**config.mk**
```make
export PLATFORM = sky130hd
export DESIGN_NAME = mgkp_div
export DESIGN_NICKNAME = d
export VERILOG_FILES = /design/src/hw/rtl/mgkp_pkg.sv /design/src/hw/rtl/mgkp_div.sv
export SDC_FILE = /design/constraint.sdc
export NUM_CORES = 1
export LEC_CHECK = 0
export BUFFER_PORTS_ARGS = -buffer_cell sky130_fd_sc_hd__buf_2
export CAP_MARGIN = 20
export CORE_UTILIZATION = 25
export CTS_CLUSTER_DIAMETER = 50
export DETAILED_ROUTE_END_ITERATION = 8
export PLACE_DENSITY = 0.43
export SLEW_MARGIN = 20
export SYNTH_ARGS = -nofsm -noshare
export SYNTH_HDL_FRONTEND = slang
export SYNTH_SLANG_ARGS = --single-unit
export TNS_END_PERCENT = 100
```
**constraint.sdc**
```tcl
create_clock -name clk -period 5.55 [get_ports clk]
set_input_delay 0 -clock clk [delete_from_list [all_inputs] [get_ports clk]]
set_output_delay 0 -clock clk [all_outputs]
set_load 0.05 [all_outputs]
```
**src/hw/rtl/mgkp_pkg.sv**
```systemverilog
// Package: shared constants and types for the max GCD K-partition block.
`default_nettype none
package mgkp_pkg;
	localparam int MAX_LEN_DEF   = 1024;
	localparam int ELEM_BITS_DEF = 16;
	localparam int TOT_W         = 26;
	localparam int K_W           = 11;
	localparam int CNT_W         = 11;

	typedef enum logic [3:0] {
		ST_LOAD,
		ST_DIVI,
		ST_DIVI_WAIT,
		ST_CHK,
		ST_CNT_RD,
		ST_CNT_DIV,
		ST_CNT_WAIT,
		ST_CNT_ACC,
		ST_NEXT,
		ST_DONE
	} st_t;
endpackage
`default_nettype wire

```
**src/hw/rtl/mgkp_div.sv**
```systemverilog
// Bit-serial restoring divider: one quotient bit per cycle.
`default_nettype none
module mgkp_div
	import mgkp_pkg::*;
(
	input  wire logic             clk,
	input  wire logic             arst_n,
	input  wire logic             go,
	input  wire logic [TOT_W-1:0] dividend,
	input  wire logic [TOT_W-1:0] divisor,
	output logic                  done,
	output logic [TOT_W-1:0]      quot,
	output logic [TOT_W-1:0]      rem
);
	localparam int BC_W = $clog2(TOT_W + 1);
	logic [TOT_W-1:0] dvs_q;
	logic [TOT_W-1:0] shf_q;
	logic [TOT_W:0]   rem_q;
	logic [BC_W-1:0]  bits_q;
	logic             run_q;
	logic [TOT_W:0]   trial;

	assign trial = {rem_q[TOT_W-1:0], shf_q[TOT_W-1]} - {1'b0, dvs_q};

	always_ff @(posedge clk or negedge arst_n) begin
		if (!arst_n) begin
			run_q  <= 1'b0;
			bits_q <= '0;
			done   <= 1'b0;
		end else begin
			done <= 1'b0;
			if (go) begin
				run_q  <= 1'b1;
				bits_q <= BC_W'(TOT_W);
			end else if (run_q) begin
				bits_q <= bits_q - 1'b1;
				if (bits_q == BC_W'(1)) begin
					run_q <= 1'b0;
					done  <= 1'b1;
				end
			end
		end
	end

	always_ff @(posedge clk) begin
		if (go) begin
			dvs_q <= divisor;
			shf_q <= dividend;
			rem_q <= '0;
		end else if (run_q) begin
			if (!trial[TOT_W]) begin
				rem_q <= trial;
				shf_q <= {shf_q[TOT_W-2:0], 1'b1};
			end else begin
				rem_q <= {rem_q[TOT_W-1:0], shf_q[TOT_W-1]};
				shf_q <= {shf_q[TOT_W-2:0], 1'b0};
			end
		end
	end

	assign quot = shf_q;
	assign rem  = rem_q[TOT_W-1:0];
endmodule
`default_nettype wire

```
==> impl_results.md <==
* FFs w/ async S/R, synth at 0.0824
* Seq pwr share at 0.314
* Via-to-Cell Ratio at 4.56
* Sequential-to-total area share from yosys stat at 0.467
* Antenna diodes at 0
* Number of flops mapped to enable cells by yosys at 52
* Critical path arrival at 4140 ps
* Initial antenna violation count at 0
* Kind of end point of the critical path: register
* Placed Cells at 830
* Share of cells above drive strength 1 at 0.256
* Placed inst area at 5640 sq um
* Hold WS at 17.2 ps
* Avg Inst Size Synth at 10.1 sq um
* Via count of the routed design at 4108
* Yosys warns at 0
* Internal power at 1.59 mW
* CTS resizes at 0
* CP startpoint kind: register
* CP max FO at 18
* Fin Setup TNS at 0 ps
* Req. time, crit path at 5810 ps
* CTS Root Cell: clkbuf_16
* Wirelength per Cell at 14.0 microns
* Mapped Cells at 479
* Worst min path class: in -> async
* Worst slew pin tran at 706 ps
* Vias in the first global route at 4176
* Die W at 141 microns
* TritonCTS buffer count at 9
* Top_reg_cell synth: edfxtp_1
* Clock Power Share at 0.226
* Clock skew at 9.05 ps
* Synth top area share at 0.323
* RSZ-0062 raised after global routing: no
* Start point of the critical path: quot[25]$_DFFE_PP_
* Logic pwr share at 0.460
* Pin count of the biggest net entering global routing at 63
* Residual DRC at 0
* Worst slack, placed at 1670 ps
* Post-detail-place hpwl at 8.66 mm
* Chip height at 141 microns
* Cell area after layout at 6490 sq um
* Area of the mapped netlist at 4830 sq um
* Starting DRC count in detailed routing at 198
* Synth cell types at 60
* CORE AREA at 18800 sq um
* Setup CP Type: reg -> reg
* Worst skew pair latency at 360 ps
* Status: finished clean
* # rows at 50
* Max rail drop VDD at 0.166 mV
* Clock tree from TritonCTS: built
* Total Power at 2.83 mW
* Yosys top cell by area: edfxtp_1
* Clock transition at path regs at 70 ps
* Fin util at 0.345
* Hold-fix buffers, CTS at 53
* Final setup viols at 0
* Max_cap viols at 0
* Sw power at 1.24 mW
* Effective utilization at floorplan at 0.256
* Layout area overhead at 34.4%
* Power Density at 436 nW/um^2
* Routability cong. at 0.817
* Reg2reg end: rem_q[0]$_SDFFE_PP0P_
* Total global routing overflow at 0
* Syn nets at 563
* FMAX at 0.258 GHz
* Switching Fraction at 0.438
* Final Max Slew Viols at 0
* Port bufs at 107
* Top Ports at 108
* All-layer global routing usage at 0.130
* Reg2Reg Setup Slack at 1680 ps
* CTS Buffer Depth at 2
* RR Startpoint: quot[25]$_DFFE_PP_
* Setup WS post-layout at 1680 ps
* Die area at 19900 sq um
* R2r worst-path depth at 13
* CTS sink count at 85
* Final Cycle Share at 0.698
* Post-layout min period at 3870 ps
* Htree depth at 3
* Pleak at 2.78 nW
* # Post-CTS Setup Buffers at 0
* FF+latch count, synth at 85
* Final Hold Viols at 0
* Global-route wire length before repair at 20.7 mm
* Synth top area cells: edfxtp_1 32%, dfxtp_1 11%, ha_1 7.3%
* Final wirelength at 12.6 mm
* Post-route insts no fill at 900
* ANT nets after route at 0
* Nets at 719
* Relative slew margins at 0.517
* Setup crit end: rem_q[0]$_SDFFE_PP0P_
* First drt pass iteration count at 4
## Yosys cell counts (3+ instances only)
cell      number
edfxtp_1      52
a21o_1         5
o211ai_1       5
o221ai_1       3
o21ai_0       18
a211oi_1       3
xor2_1         6
a41oi_1        4
clkbuf_1      12
inv_1         40
nand2_1       49
nand3_1        9
a31oi_1        4
nor2_1        42
a311oi_1      17
a21oi_1       27
dfrtp_1        7
buf_2          4
dfxtp_1       26
or3_1          6
o21bai_1       3
nor3_1        14
xnor2_1       13
nor4b_1        3
nand4_1        4
nand2b_1       8
mux2_2        26
ha_1          28
## routing by layer
metal / track usage / part of all wire
met2: 0.216 / 0.47
met1: 0.164 / 0.47
met5: 0 / 0
met3: 0.0380 / 0.051
met4: 0.0372 / 0.011
## critical path, stage by stage, from the launching register on
cell and delay, ps:
edfxtp_1 390, inv_1 90, ha_1 170, inv_1 50
fa_1 410, a21oi_2 230, o311ai_4 140, a21oi_2 310
o21ai_2 130, a41o_2 320, xnor2_2 590, buf_4 370
mux2_2 360, a211oi_1 220
## cell usage in the layout, fill, tap and decap left out, types with 4 or more instances in the layout
cell	netlist	layout
a41oi_1	4	4
dfrtp_1	7	6
a311oi_1	17	17
ha_1	28	28
edfxtp_1	52	52
dfxtp_1	26	26
nand4_1	4	4
a31oi_1	4	4
nor3_1	14	14
dlygate4sd3_1	0	53
xnor2_1	13	12
or3_1	6	6
clkbuf_16	0	9
buf_4	0	4
nand3_1	9	9
nand2b_1	8	8
inv_1	40	40
xor2_1	6	6
a21oi_1	27	27
mux2_2	26	26
buf_2	4	106
o21ai_0	18	18
a21o_1	5	5
nor2_1	42	42
o211ai_1	5	5
nand2_1	49	49
## cells by family after synthesis
logic type               Yosys count  synth area share
AND/OR/NAND/NOR                  150             0.146
buffers and inverters             59            0.0485
XOR/XNOR                          20            0.0378
flip-flops                        85             0.467
multiplexers                      26            0.0606
AO/OA/AOI/OAI                    110             0.162
adder cells (fa/ha/maj)           29            0.0767
## worst min-delay path by stage
stage / slack, ps / to
after detailed placement: -150 / done$_DFF_PN0_
after global routing: 20 / done$_DFF_PN0_
after global placement: -150 / done$_DFF_PN0_
after floorplan: -300 / bits_q[0]$_DFFE_PN0P_
after CTS: 20 / done$_DFF_PN0_
final: 20 / done$_DFF_PN0_
## area by class of cell
| type | instances | area [sq um] |
|---|---|---|
| clock buffers | 9 | 225 |
| well taps | 260 | 325 |
| clock inverters | 7 | 81.3 |
| fillers | 1959 | 12300 |
| inverters | 40 | 150 |
| repair buffers | 164 | 1100 |
| flip-flops and latches | 85 | 2260 |
| multi-input cells | 335 | 2340 |
## registers in the layout (all words and copies together), names as in the netlist
name / flops
bits_q: 5
done: 1
dvs_q: 26
quot: 26
rem_q: 26
run_q: 1
## power groups by stage
stage	Sequential (mW)	Combinational, mW	Clock [mW]
after detailed placement	0.903	1.27	0
after floorplan	1.18	0.675	0
after global placement	0.904	1.26	0
final	0.888	1.30	0.639
after global routing	0.907	1.42	0.676
after CTS	0.891	1.30	0.661
Note: power is estimated with default switching activity, not from simulation.
